File: src/hw/rtl/tspes_pkg.sv
package tspes_pkg;

    localparam int unsigned PID_W       = 13;
    localparam int unsigned QUEUE_DEPTH = 4;

    localparam logic [7:0] PKT_LEN      = 8'd188;
    localparam logic [7:0] LAST_POS     = 8'd187;
    localparam logic [7:0] SYNC_BYTE    = 8'h47;
    localparam logic [7:0] POS_PID_HI   = 8'd1;
    localparam logic [7:0] POS_PID_LO   = 8'd2;
    localparam logic [7:0] POS_ADAPT    = 8'd3;
    localparam logic [7:0] POS_ADAPT_LEN = 8'd4;
    localparam logic [7:0] HDR_LAST_REL = 8'd8;
    localparam logic [7:0] START_CODE_0 = 8'h00;
    localparam logic [7:0] START_CODE_2 = 8'h01;

    localparam logic [8:0] PLAIN_OFFSET = 9'd4;
    localparam logic [8:0] ADAPT_BASE   = 9'd5;
    localparam logic [8:0] PES_MAX_OFF  = 9'd179;

    localparam logic [9:0] PENDING      = 10'd1023;

    localparam logic [1:0] PHASE_DONE   = 2'd3;
    localparam logic [1:0] PHASE_LAST   = 2'd2;

    typedef struct packed {
        logic [7:0] data_byte;
        logic       packet_start;
    } t_in_item;

    typedef struct packed {
        logic [7:0] es_byte;
        logic       packet_last;
    } t_out_item;

    // A command emits zeros leading start-code bytes, then the item itself.
    typedef struct packed {
        logic [1:0] zeros;
        t_out_item  item;
    } t_cmd;

endpackage

File: src/hw/rtl/tspes_front.sv
module tspes_front (
    input  logic                          i_clk,
    input  logic                          i_rst_n,
    input  logic                          i_cfg_wr_en,
    input  logic [tspes_pkg::PID_W-1:0]   i_cfg_wr_data,
    input  logic                          i_in_valid,
    input  tspes_pkg::t_in_item           i_in_data,
    output logic                          o_in_stall,
    input  logic                          i_full,
    output logic                          o_push,
    output tspes_pkg::t_cmd               o_cmd
);

    logic [tspes_pkg::PID_W-1:0] r_target_pid;
    logic [7:0] r_pos, n_pos;
    logic       r_acc, n_acc;
    logic       r_us, n_us;
    logic [1:0] r_ac, n_ac;
    logic [4:0] r_pid_hi, n_pid_hi;
    logic [8:0] r_poff, n_poff;
    logic [9:0] r_sso, n_sso;
    logic [1:0] r_phase, n_phase;

    logic       accept;
    logic [7:0] pos;
    logic [7:0] b;
    logic [7:0] rel;
    logic [7:0] want;
    logic       last;
    logic       set_off;
    logic [8:0] off;

    assign o_in_stall = i_full;
    assign accept     = i_in_valid && !i_full;
    assign b          = i_in_data.data_byte;

    always_comb begin
        n_pos    = r_pos;
        n_acc    = r_acc;
        n_us     = r_us;
        n_ac     = r_ac;
        n_pid_hi = r_pid_hi;
        n_poff   = r_poff;
        n_sso    = r_sso;
        n_phase  = r_phase;
        o_push   = 1'b0;
        o_cmd    = '0;
        set_off  = 1'b0;
        off      = '0;
        rel      = '0;
        want     = tspes_pkg::START_CODE_0;
        pos      = i_in_data.packet_start ? 8'd0 : r_pos;
        last     = (pos == tspes_pkg::LAST_POS);
        if (accept) begin
            if (i_in_data.packet_start) begin
                n_acc   = 1'b0;
                n_phase = '0;
                n_sso   = tspes_pkg::PENDING;
            end
            if (pos < tspes_pkg::PKT_LEN) begin
                priority if (pos == 8'd0) begin
                    n_acc = (b == tspes_pkg::SYNC_BYTE);
                end else if (pos == tspes_pkg::POS_PID_HI) begin
                    n_us     = b[6];
                    n_pid_hi = b[4:0];
                end else if (pos == tspes_pkg::POS_PID_LO) begin
                    if ({r_pid_hi, b} != r_target_pid) begin
                        n_acc = 1'b0;
                    end
                end else if (pos == tspes_pkg::POS_ADAPT) begin
                    n_ac = b[5:4];
                    if (!b[4]) begin
                        n_acc = 1'b0;
                    end else if (!b[5]) begin
                        set_off = 1'b1;
                        off     = tspes_pkg::PLAIN_OFFSET;
                    end
                end else begin
                    if (pos == tspes_pkg::POS_ADAPT_LEN && r_ac[1]) begin
                        set_off = 1'b1;
                        off     = tspes_pkg::ADAPT_BASE + {1'b0, b};
                    end
                end

                if (set_off) begin
                    n_poff = off;
                    if (off >= {1'b0, tspes_pkg::PKT_LEN}) begin
                        n_acc = 1'b0;
                        n_sso = tspes_pkg::PENDING;
                    end else if (r_us && off <= tspes_pkg::PES_MAX_OFF) begin
                        n_sso   = tspes_pkg::PENDING;
                        n_phase = '0;
                    end else begin
                        n_sso = {1'b0, off};
                    end
                end

                if (pos >= tspes_pkg::POS_ADAPT_LEN && n_acc && {1'b0, pos} >= n_poff) begin
                    rel = pos - n_poff[7:0];
                    if (n_sso == tspes_pkg::PENDING) begin
                        if (n_phase != tspes_pkg::PHASE_DONE) begin
                            want = (n_phase == tspes_pkg::PHASE_LAST) ?
                                   tspes_pkg::START_CODE_2 : tspes_pkg::START_CODE_0;
                            if (b == want) begin
                                n_phase = n_phase + 2'd1;
                            end else begin
                                // The bytes already matched were all zero.
                                o_push                 = 1'b1;
                                o_cmd.zeros            = n_phase;
                                o_cmd.item.es_byte     = b;
                                o_cmd.item.packet_last = last;
                                n_sso                  = {2'b0, pos} + 10'd1;
                            end
                        end else if (rel == tspes_pkg::HDR_LAST_REL) begin
                            n_sso = {2'b0, pos} + 10'd1 + {2'b0, b};
                        end
                    end else if ({2'b0, pos} >= n_sso) begin
                        o_push                 = 1'b1;
                        o_cmd.item.es_byte     = b;
                        o_cmd.item.packet_last = last;
                    end
                end
                n_pos = pos + 8'd1;
            end
        end
    end

    always_ff @(posedge i_clk) begin
        if (!i_rst_n) begin
            r_target_pid <= '1;
            r_pos        <= tspes_pkg::PKT_LEN;
            r_acc        <= 1'b0;
            r_us         <= 1'b0;
            r_ac         <= '0;
            r_pid_hi     <= '0;
            r_poff       <= '0;
            r_sso        <= tspes_pkg::PENDING;
            r_phase      <= '0;
        end else begin
            if (i_cfg_wr_en) begin
                r_target_pid <= i_cfg_wr_data;
            end
            r_pos    <= n_pos;
            r_acc    <= n_acc;
            r_us     <= n_us;
            r_ac     <= n_ac;
            r_pid_hi <= n_pid_hi;
            r_poff   <= n_poff;
            r_sso    <= n_sso;
            r_phase  <= n_phase;
        end
    end

    a_pos_range: assert property (@(posedge i_clk) disable iff (!i_rst_n)
        r_pos <= tspes_pkg::PKT_LEN)
        else $error("byte position out of range");

    a_push_in_payload: assert property (@(posedge i_clk) disable iff (!i_rst_n)
        o_push |-> (accept && pos >= tspes_pkg::POS_ADAPT_LEN && n_acc))
        else $error("command pushed outside an accepted payload");

endmodule

File: src/hw/rtl/tspes_queue.sv
module tspes_queue #(
    parameter int unsigned DEPTH = tspes_pkg::QUEUE_DEPTH
) (
    input  logic            i_clk,
    input  logic            i_rst_n,
    input  logic            i_push,
    input  tspes_pkg::t_cmd i_cmd,
    input  logic            i_pop,
    output logic            o_full,
    output logic            o_empty,
    output tspes_pkg::t_cmd o_head
);

    localparam int unsigned AW = (DEPTH > 1) ? $clog2(DEPTH) : 1;
    localparam int unsigned CW = $clog2(DEPTH + 1);

    tspes_pkg::t_cmd r_mem [DEPTH];
    logic [AW-1:0]   r_wr, n_wr;
    logic [AW-1:0]   r_rd, n_rd;
    logic [CW-1:0]   r_count, n_count;

    assign o_full  = (r_count == CW'(DEPTH));
    assign o_empty = (r_count == '0);
    assign o_head  = r_mem[r_rd];

    always_comb begin
        n_wr    = r_wr;
        n_rd    = r_rd;
        n_count = r_count;
        if (i_push) begin
            n_wr = (r_wr == AW'(DEPTH - 1)) ? '0 : r_wr + AW'(1);
        end
        if (i_pop) begin
            n_rd = (r_rd == AW'(DEPTH - 1)) ? '0 : r_rd + AW'(1);
        end
        if (i_push && !i_pop) begin
            n_count = r_count + CW'(1);
        end else if (i_pop && !i_push) begin
            n_count = r_count - CW'(1);
        end
    end

    always_ff @(posedge i_clk) begin
        if (i_push) begin
            r_mem[r_wr] <= i_cmd;
        end
    end

    always_ff @(posedge i_clk) begin
        if (!i_rst_n) begin
            r_wr    <= '0;
            r_rd    <= '0;
            r_count <= '0;
        end else begin
            r_wr    <= n_wr;
            r_rd    <= n_rd;
            r_count <= n_count;
        end
    end

    a_no_overflow: assert property (@(posedge i_clk) disable iff (!i_rst_n)
        i_push |-> !o_full)
        else $error("queue written while full");

    a_no_underflow: assert property (@(posedge i_clk) disable iff (!i_rst_n)
        i_pop |-> !o_empty)
        else $error("queue read while empty");

endmodule

File: src/hw/rtl/tspes_back.sv
module tspes_back (
    input  logic                 i_clk,
    input  logic                 i_rst_n,
    input  logic                 i_empty,
    input  tspes_pkg::t_cmd      i_head,
    output logic                 o_pop,
    output logic                 o_out_valid,
    input  logic                 i_out_stall,
    output tspes_pkg::t_out_item o_out_data
);

    logic                 r_out_valid, n_out_valid;
    tspes_pkg::t_out_item r_out, n_out;
    logic [1:0]           r_done, n_done;
    logic                 load;

    assign load        = !r_out_valid || !i_out_stall;
    assign o_out_valid = r_out_valid;
    assign o_out_data  = r_out;

    always_comb begin
        n_out_valid = r_out_valid;
        n_out       = r_out;
        n_done      = r_done;
        o_pop       = 1'b0;
        if (load) begin
            n_out_valid = !i_empty;
            if (!i_empty) begin
                if (r_done != i_head.zeros) begin
                    n_out.es_byte     = tspes_pkg::START_CODE_0;
                    n_out.packet_last = 1'b0;
                    n_done            = r_done + 2'd1;
                end else begin
                    n_out  = i_head.item;
                    n_done = '0;
                    o_pop  = 1'b1;
                end
            end
        end
    end

    always_ff @(posedge i_clk) begin
        r_out <= n_out;
    end

    always_ff @(posedge i_clk) begin
        if (!i_rst_n) begin
            r_out_valid <= 1'b0;
            r_done      <= '0;
        end else begin
            r_out_valid <= n_out_valid;
            r_done      <= n_done;
        end
    end

    a_done_bounded: assert property (@(posedge i_clk) disable iff (!i_rst_n)
        (r_done != 2'd0) |-> (!i_empty && r_done <= i_head.zeros))
        else $error("leading zero count ran past its command");

endmodule

File: src/hw/rtl/ts_pes_payload_extractor.sv
// Channel  | valid        | stall        | payload
// input    | i_in_valid   | o_in_stall   | i_in_data  (data_byte, packet_start)
// output   | o_out_valid  | i_out_stall  | o_out_data (es_byte, packet_last)
// config   | i_cfg_wr_en  | none         | i_cfg_wr_data (target_pid)
//
// One transport byte is accepted per cycle while the command queue has room.
// A byte yields at most one queued command; a start-code mismatch expands into up
// to three result transactions, delivered one per cycle from the output register
// when not stalled. Reset is synchronous and active low. Output stall backs up the
// queue, and the input stalls only when the queue is full.
module ts_pes_payload_extractor #(
    parameter int unsigned QUEUE_DEPTH = tspes_pkg::QUEUE_DEPTH
) (
    input  logic                          i_clk,
    input  logic                          i_rst_n,
    input  logic                          i_cfg_wr_en,
    input  logic [tspes_pkg::PID_W-1:0]   i_cfg_wr_data,
    input  logic                          i_in_valid,
    output logic                          o_in_stall,
    input  tspes_pkg::t_in_item           i_in_data,
    output logic                          o_out_valid,
    input  logic                          i_out_stall,
    output tspes_pkg::t_out_item          o_out_data
);

    logic            push;
    logic            pop;
    logic            full;
    logic            empty;
    tspes_pkg::t_cmd cmd;
    tspes_pkg::t_cmd head;

    tspes_front u_front (
        .i_clk         (i_clk),
        .i_rst_n       (i_rst_n),
        .i_cfg_wr_en   (i_cfg_wr_en),
        .i_cfg_wr_data (i_cfg_wr_data),
        .i_in_valid    (i_in_valid),
        .i_in_data     (i_in_data),
        .o_in_stall    (o_in_stall),
        .i_full        (full),
        .o_push        (push),
        .o_cmd         (cmd)
    );

    tspes_queue #(
        .DEPTH (QUEUE_DEPTH)
    ) u_queue (
        .i_clk   (i_clk),
        .i_rst_n (i_rst_n),
        .i_push  (push),
        .i_cmd   (cmd),
        .i_pop   (pop),
        .o_full  (full),
        .o_empty (empty),
        .o_head  (head)
    );

    tspes_back u_back (
        .i_clk       (i_clk),
        .i_rst_n     (i_rst_n),
        .i_empty     (empty),
        .i_head      (head),
        .o_pop       (pop),
        .o_out_valid (o_out_valid),
        .i_out_stall (i_out_stall),
        .o_out_data  (o_out_data)
    );

endmodule

File: config.mk
export PLATFORM = sky130hd
export DESIGN_NAME = ts_pes_payload_extractor
export DESIGN_NICKNAME = d
export VERILOG_FILES = /design/src/hw/rtl/tspes_pkg.sv /design/src/hw/rtl/tspes_front.sv /design/src/hw/rtl/tspes_queue.sv /design/src/hw/rtl/tspes_back.sv /design/src/hw/rtl/ts_pes_payload_extractor.sv
export SDC_FILE = /design/constraint.sdc
export NUM_CORES = 1
export LEC_CHECK = 0
export BUFFER_PORTS_ARGS = -buffer_cell sky130_fd_sc_hd__buf_2
export CAP_MARGIN = 20
export CORE_ASPECT_RATIO = 0.6
export CORE_MARGIN = 8
export CORE_UTILIZATION = 55
export DETAILED_ROUTE_END_ITERATION = 12
export MAX_ROUTING_LAYER = met4
export PLACE_DENSITY = 0.73
export RECOVER_POWER = 25
export SKIP_CTS_REPAIR_TIMING = 1
export SKIP_LAST_GASP = 1
export SLEW_MARGIN = 20
export SYNTH_ARGS = -nofsm -noshare
export SYNTH_HDL_FRONTEND = slang
export SYNTH_SLANG_ARGS = --single-unit
File: constraint.sdc
create_clock -name i_clk -period 10.6 [get_ports i_clk]
set_clock_uncertainty 0.15 [all_clocks]
set_input_delay 1.59 -clock i_clk [delete_from_list [all_inputs] [get_ports i_clk]]
set_output_delay 1.59 -clock i_clk [all_outputs]
set_load 0.02 [all_outputs]
==> impl_metrics.toml, run 1 <==
[clock_tree]
cts_tree = "yes"
clockRootBuffer = "clkbuf_16"
insertion_delay_ps = 410
cts.sinks = 115
clockBufferDepth = 2
cts.htree.levels = 4
cts.clk_slew.worst_paths_ps = 60
cts_inserted_buffers = 17

[synth]
ys_types = 66
synth_flop_cell = "dfxtp_1"
syn_avg_cell_area_um2 = 9.82
synthArstFlopShare_pct = 0
synth_seq_area_share_pct = 41.9
netlist_instances = 689
synthesis.area_um2 = 6760
yosysTopAreaCell = "edfxtp_1"
synth.area.top_cells = "edfxtp_1, dfxtp_1, ha_1, mux2i_1, nand2_1"
synthesis.nets = 756
synth_seq_cells = 115
synth_edf_count = 53
yosys_warnings = 0
yosys.area.top_type_share_pct = 23.5

[detailed_routing]
antenna_left = 0
drtPass1Iterations = 5
dr_total_vias = 5684
drt_iter0_drc = 741
wirelength_mm = 20.2
wire_per_inst_um = 22.5
drc = 0
routed_via_density = 6.35

[sta]
fin_crit_ps = 7970
slew_headroom_pct = -61.0
setup_viol = 0
hold_viol = 0
fin_ws_ps = 2630
fmax_mhz = 125
worstMarginPinSlew_ps = 2410
period_share_pct = 75.2
maxSlewViolCount = 59
rsz0062_at_grt = "false"
fin_tns_setup_ps = 0

[power]
seq_power_share_pct = 38.4
pwr-share-clk_pct = 49.5
p_sw_share_pct = 26.4
power_leakage_nw = 3.02
p_int_mw = 0.922
ir_drop_mv = 0.110
cellPowerDensity_nw_per_um2 = 163
p_sw_mw = 0.331
p_comb_share_pct = 12.1

[floorplan]
die_area_um2 = 16200
die-width_um = 159
die_y_um = 102
core.rowCount = 31
initial_core_util_pct = 56.2
core-area_um2 = 12000
io_pins = 38

[layout]
drive_gt1_share_pct = 11.1
num_antenna_cells = 0
layout_common_cells = "nand2_1, dfxtp_1, edfxtp_1"
final_common_cell = "nand2_1"
multi_input_area_um2 = 3720
seq_area_um2 = 2830
n_fill_cell = 976
area_growth_pct = 13.5
nNetsFinal = 784

[placement]
place_ws_ps = 2530
numPortBuffers = 37
gp_congestion = 1.02
hpwl_mm = 14.4

[job]
drv_cap = 1

[global_routing]
grt_max_degree = 59
grt_pass1_vias = 5419
antenna_found_initial = 0
track_usage_pct = 26.0
grt_pass1_wl_mm = 31.5
grt_overflow = 0

[worst_setup_path]
path_max_fanout = 31
cp.arrival_ps = 8160
cp.required_ps = 10790
cp-end-kind = "flip-flop"
critical_path_class = "in -> reg"
start_kind = "input port"

[hold_path]
hold_path_class = "reg -> reg"

[status]
status = "finished with violations"
violations = "max-capacitance violations, max-slew violations"
==> per-layer routing <==
metal	GRT usage, %	up-vias	share of wire (%)
met5	-	-	0
met4	8.36	0	1.4
met3	8.21	47	13
met2	35.1	364	40
met1	36.2	2686	46
li1	-	2587	-
==> kinds of logic (layout without fill, tap and decap cells) <==
family / Yosys count / after routing / share of synthesized area (%)
flops: 115 / 115 / 41.9
simple gates: 257 / 257 / 20.1
mux: 38 / 38 / 7.68
xor+xnor: 35 / 35 / 4.53
buf+inv: 54 / 95 / 3.13
fa+ha+maj: 40 / 40 / 7.62
compound gates: 150 / 150 / 15.1
==> final timing paths <==
kind	start	slack (ps)	cells past startpoint	end
setup / recovery	i_in_data[0]	2630	23	u_queue.r_count[2]
setup reg to reg	u_front.r_pos[0]	3830	21	u_queue.r_count[2]
hold reg to reg	u_back.o_out_valid	340	2	u_back.o_out_valid
hold / removal	u_back.o_out_valid	340	2	u_back.o_out_valid
==> critical path: stages <==
cell and delay, ps:
buf_2 440, inv_1 200, nand2_1 160, inv_1 110, ha_1 260, nor4b_1 370
nand4b_1 170, a21oi_1 690, o2111a_1 410, a21oi_1 180, and2_1 270, ha_1 220
xnor2_1 120, and3_1 230, nor2_1 540, o21ai_0 320, a211oi_4 520, ha_1 260
inv_1 60, fa_1 370, xor2_1 180, or3_1 300, a21boi_0 150
==> registers in the layout (all words and copies together) (netlist names), named ones only <==
register              cells
u_front.r_pos             8
u_front.r_pid_hi          5
u_front.r_acc             1
u_front.r_us              1
u_queue.r_rd              2
u_front.r_poff            9
u_front.r_ac              1
u_queue.r_wr              2
u_queue.r_count           3
u_back.r_done             2
u_queue.r_mem            44
u_front.r_target_pid     13
u_front.r_phase           2
u_back.o_out_valid        1
u_back.o_out_data         9
u_front.r_sso            10
==> per-stage QoR <==
stage               power, mW  hold WS, ps  area, µm²  util [%]  instances
floorplan               0.590          288       6760         -        689
global placement        0.632          310       7060      58.7        863
detailed placement      0.634          329       7060      58.7        863
CTS                      1.25          342       7690      64.0        895
global route             1.29          361       7670      63.8        895
finish                   1.25          345       7670      63.8        895
==> power by group through the flow <==
stage	logic (mW)	clock network [mW]	registers (mW)
after detailed placement	0.144	0	0.490
after floorplan	0.105	0	0.486
after global routing	0.163	0.645	0.482
after CTS	0.146	0.622	0.480
final	0.152	0.621	0.481
after global placement	0.142	0	0.489
==> cells in the mapped netlist, drive strengths merged (4+ instances only) <==
library cell  instances
inv                  21
a21boi                9
o21ai                38
a21o                  9
nand2b                8
nor2                 42
clkbuf               26
and3                 15
o21bai                6
nand3                24
o2111ai               4
xor2                  6
ha                   38
edfxtp               53
or3                   7
a211oi                4
nand4                12
o21a                  4
and2                 20
buf                   7
a31oi                 8
nor2b                26
mux2i                26
nor3                  9
nor3b                 5
o211a                 9
nand2                68
nor4                  5
a21oi                30
mux4                 11
dfxtp                62
xnor2                29
==> layout make-up <==
class	instances	share of cell area, %
multi-input combinational	520	48.5
sequential	115	36.9
clock buffer	18	5.59
tap	165	2.69
clock inverter	14	2.64
timing repair buffer	42	2.63
inverter	21	1.03
(Power assumes the default switching activity.)
==> inputs of run 2 (changes only) <==
==> constraint.sdc (replaced) <==
create_clock -name i_clk -period 8 [get_ports i_clk]
set_clock_uncertainty 0.15 [all_clocks]
set_input_delay 1.2 -clock i_clk [delete_from_list [all_inputs] [get_ports i_clk]]
set_output_delay 1.2 -clock i_clk [all_outputs]
set_load 0.02 [all_outputs]
==> impl_metrics.toml, run 2 (synthesis results as in run 1) <==
[worst_setup_path]
cpMaxStageDelayCell = "or4b_4"
cp.arrival_ps = 7000
path_max_fanout = 18
ff2ff_path_depth = 24
cpPeakStageDelay_ps = 510
cp_num_buf_inv = 5
cp-end-kind = "flip-flop"
critical_path.top_delay_family = "simple AND/OR/NAND/NOR gates"
crit_path_frequent_cell = "ha_1"
cp.required_ps = 8180
rrSetupSlack_ps = 1820
start_kind = "input port"
crit_cells = 25
reg2reg_to = "u_queue.r_count[2]"
rr_startpoint = "u_front.r_pos[0]"
critical_path_class = "in -> reg"

[sta]
hold_viol = 0
worstMarginPinSlew_ps = 2540
fin_tns_setup_ps = 0
hold_slack_ps = 329
setup_viol = 0
maxSlewViolCount = 59
period_share_pct = 85.2
rsz0062_at_grt = "false"
slew_headroom_pct = -69.5
fin_crit_ps = 6820
fmax_mhz = 147

[hold_path]
holdPathEnd = "u_front.r_acc"
min_delay_path_depth = 2
hold_path_class = "reg -> reg"
hp-start = "u_front.r_acc"

[global_routing]
grt_overflow = 0
grt_pass1_vias = 5422
grt_max_degree = 59
grt_pass1_wl_mm = 31.1
antenna_found_initial = 1
track_usage_pct = 25.8

[layout]
num_antenna_cells = 0
layout_common_cells = "nand2_1, dfxtp_1, edfxtp_1"
largest_register_ffs = 44
final_area_um2 = 7680
final_common_cell = "nand2_1"
stdcell_count = 898
area_growth_pct = 13.5
top_register = "u_queue.r_mem"
largest_registers = "u_queue.r_mem x44, u_front.r_target_pid x13, u_front.r_sso x10"
nNetsFinal = 787
drive_gt1_share_pct = 11.3

[floorplan]
die-width_um = 159
core-area_um2 = 12000
io_pins = 38
core.rowCount = 31
die_area_um2 = 16200
initial_core_util_pct = 56.2
die_y_um = 102

[detailed_routing]
wire_per_inst_um = 22.1
drt_iter0_drc = 542
drtPass1Iterations = 6
wirelength_mm = 19.9
drc = 0
antenna_left = 0
dr_total_vias = 5691
routed_via_density = 6.34

[placement]
place_inst = 866
numPortBuffers = 37
place_area_um2 = 7090
hpwl_mm = 14.2
gp_congestion = 0.956

[clock_tree]
cts_inserted_buffers = 17
cts.htree.levels = 4
insertion_delay_ps = 410
clockBufferDepth = 2
clockRootBuffer = "clkbuf_16"
cts_tree = "yes"
cts.clk_slew.worst_paths_ps = 60
cts.sinks = 115

[power]
p_sw_share_pct = 26.8
p_sw_mw = 0.434
ir_drop_mv = 0.143
p_int_mw = 1.19
pwr-share-clk_pct = 48.5
p_comb_share_pct = 12.2
power_leakage_nw = 3.02
p_total_mw = 1.62
seq_power_share_pct = 39.3
cellPowerDensity_nw_per_um2 = 211

[status]
status = "finished with violations"
violations = "max-capacitance violations, max-slew violations"

[job]
drv_cap = 1
==> run 2: worst reg2reg max path, stage by stage (launching register included) <==
cell,delay [ps]
dfxtp_1,370
nor2b_1,350
inv_1,250
ha_1,300
nor4b_1,490
nand4b_1,200
a21oi_1,190
buf_4,200
o2111a_1,300
a21oi_1,90
buf_4,180
and3_1,170
ha_1,270
a21o_1,100
a21o_1,100
a211oi_1,70
o21ai_0,170
or4b_4,510
a211oi_4,320
ha_1,240
inv_1,70
fa_1,370
xor2_1,180
or3_1,300
a21boi_0,170
==> run 2: metal layers <==
metal	vias to the layer above	track usage, %	wire length (µm)
met2	315	35.0	7850
met1	2747	35.2	9190
met5	-	-	0
met3	32	10.2	2540
met4	0	6.56	284
li1	2597	-	-
==> run 2: stage by stage <==
step           util [%]  worst slack, ps
2_1_floorplan         -             1150
3_3_place_gp       59.0             1110
3_5_place_dp       59.0              839
4_1_cts            64.0             1260
5_1_grt            63.9              837
6_report           63.9             1180
==> run 2: area by class of cell <==
cell class / instances / area, µm²
multi-input cells: 520 / 3730
fillers: 979 / 4350
well taps: 165 / 206
repair buffers: 45 / 223
inverters: 21 / 78.8
clock buffers: 17 / 425
flip-flops and latches: 115 / 2830
clock inverters: 15 / 181
==> run 2: worst max-delay path by stage <==
stage                            start                 end
after global routing      i_in_data[0]  u_queue.r_count[2]
after floorplan           i_in_data[0]  u_queue.r_count[2]
after CTS                 i_in_data[0]  u_queue.r_count[2]
final                     i_in_data[0]  u_queue.r_count[2]
after global placement    i_in_data[0]  u_queue.r_count[2]
after detailed placement  i_in_data[0]  u_queue.r_count[2]
==> run 2: power groups by stage <==
stage | Sequential [mW] | Clock, mW | Combinational (mW)
floorplan | 0.643 | 0 | 0.139
global placement | 0.648 | 0 | 0.187
detailed placement | 0.648 | 0 | 0.189
CTS | 0.636 | 0.793 | 0.192
global route | 0.638 | 0.823 | 0.216
finish | 0.637 | 0.786 | 0.198
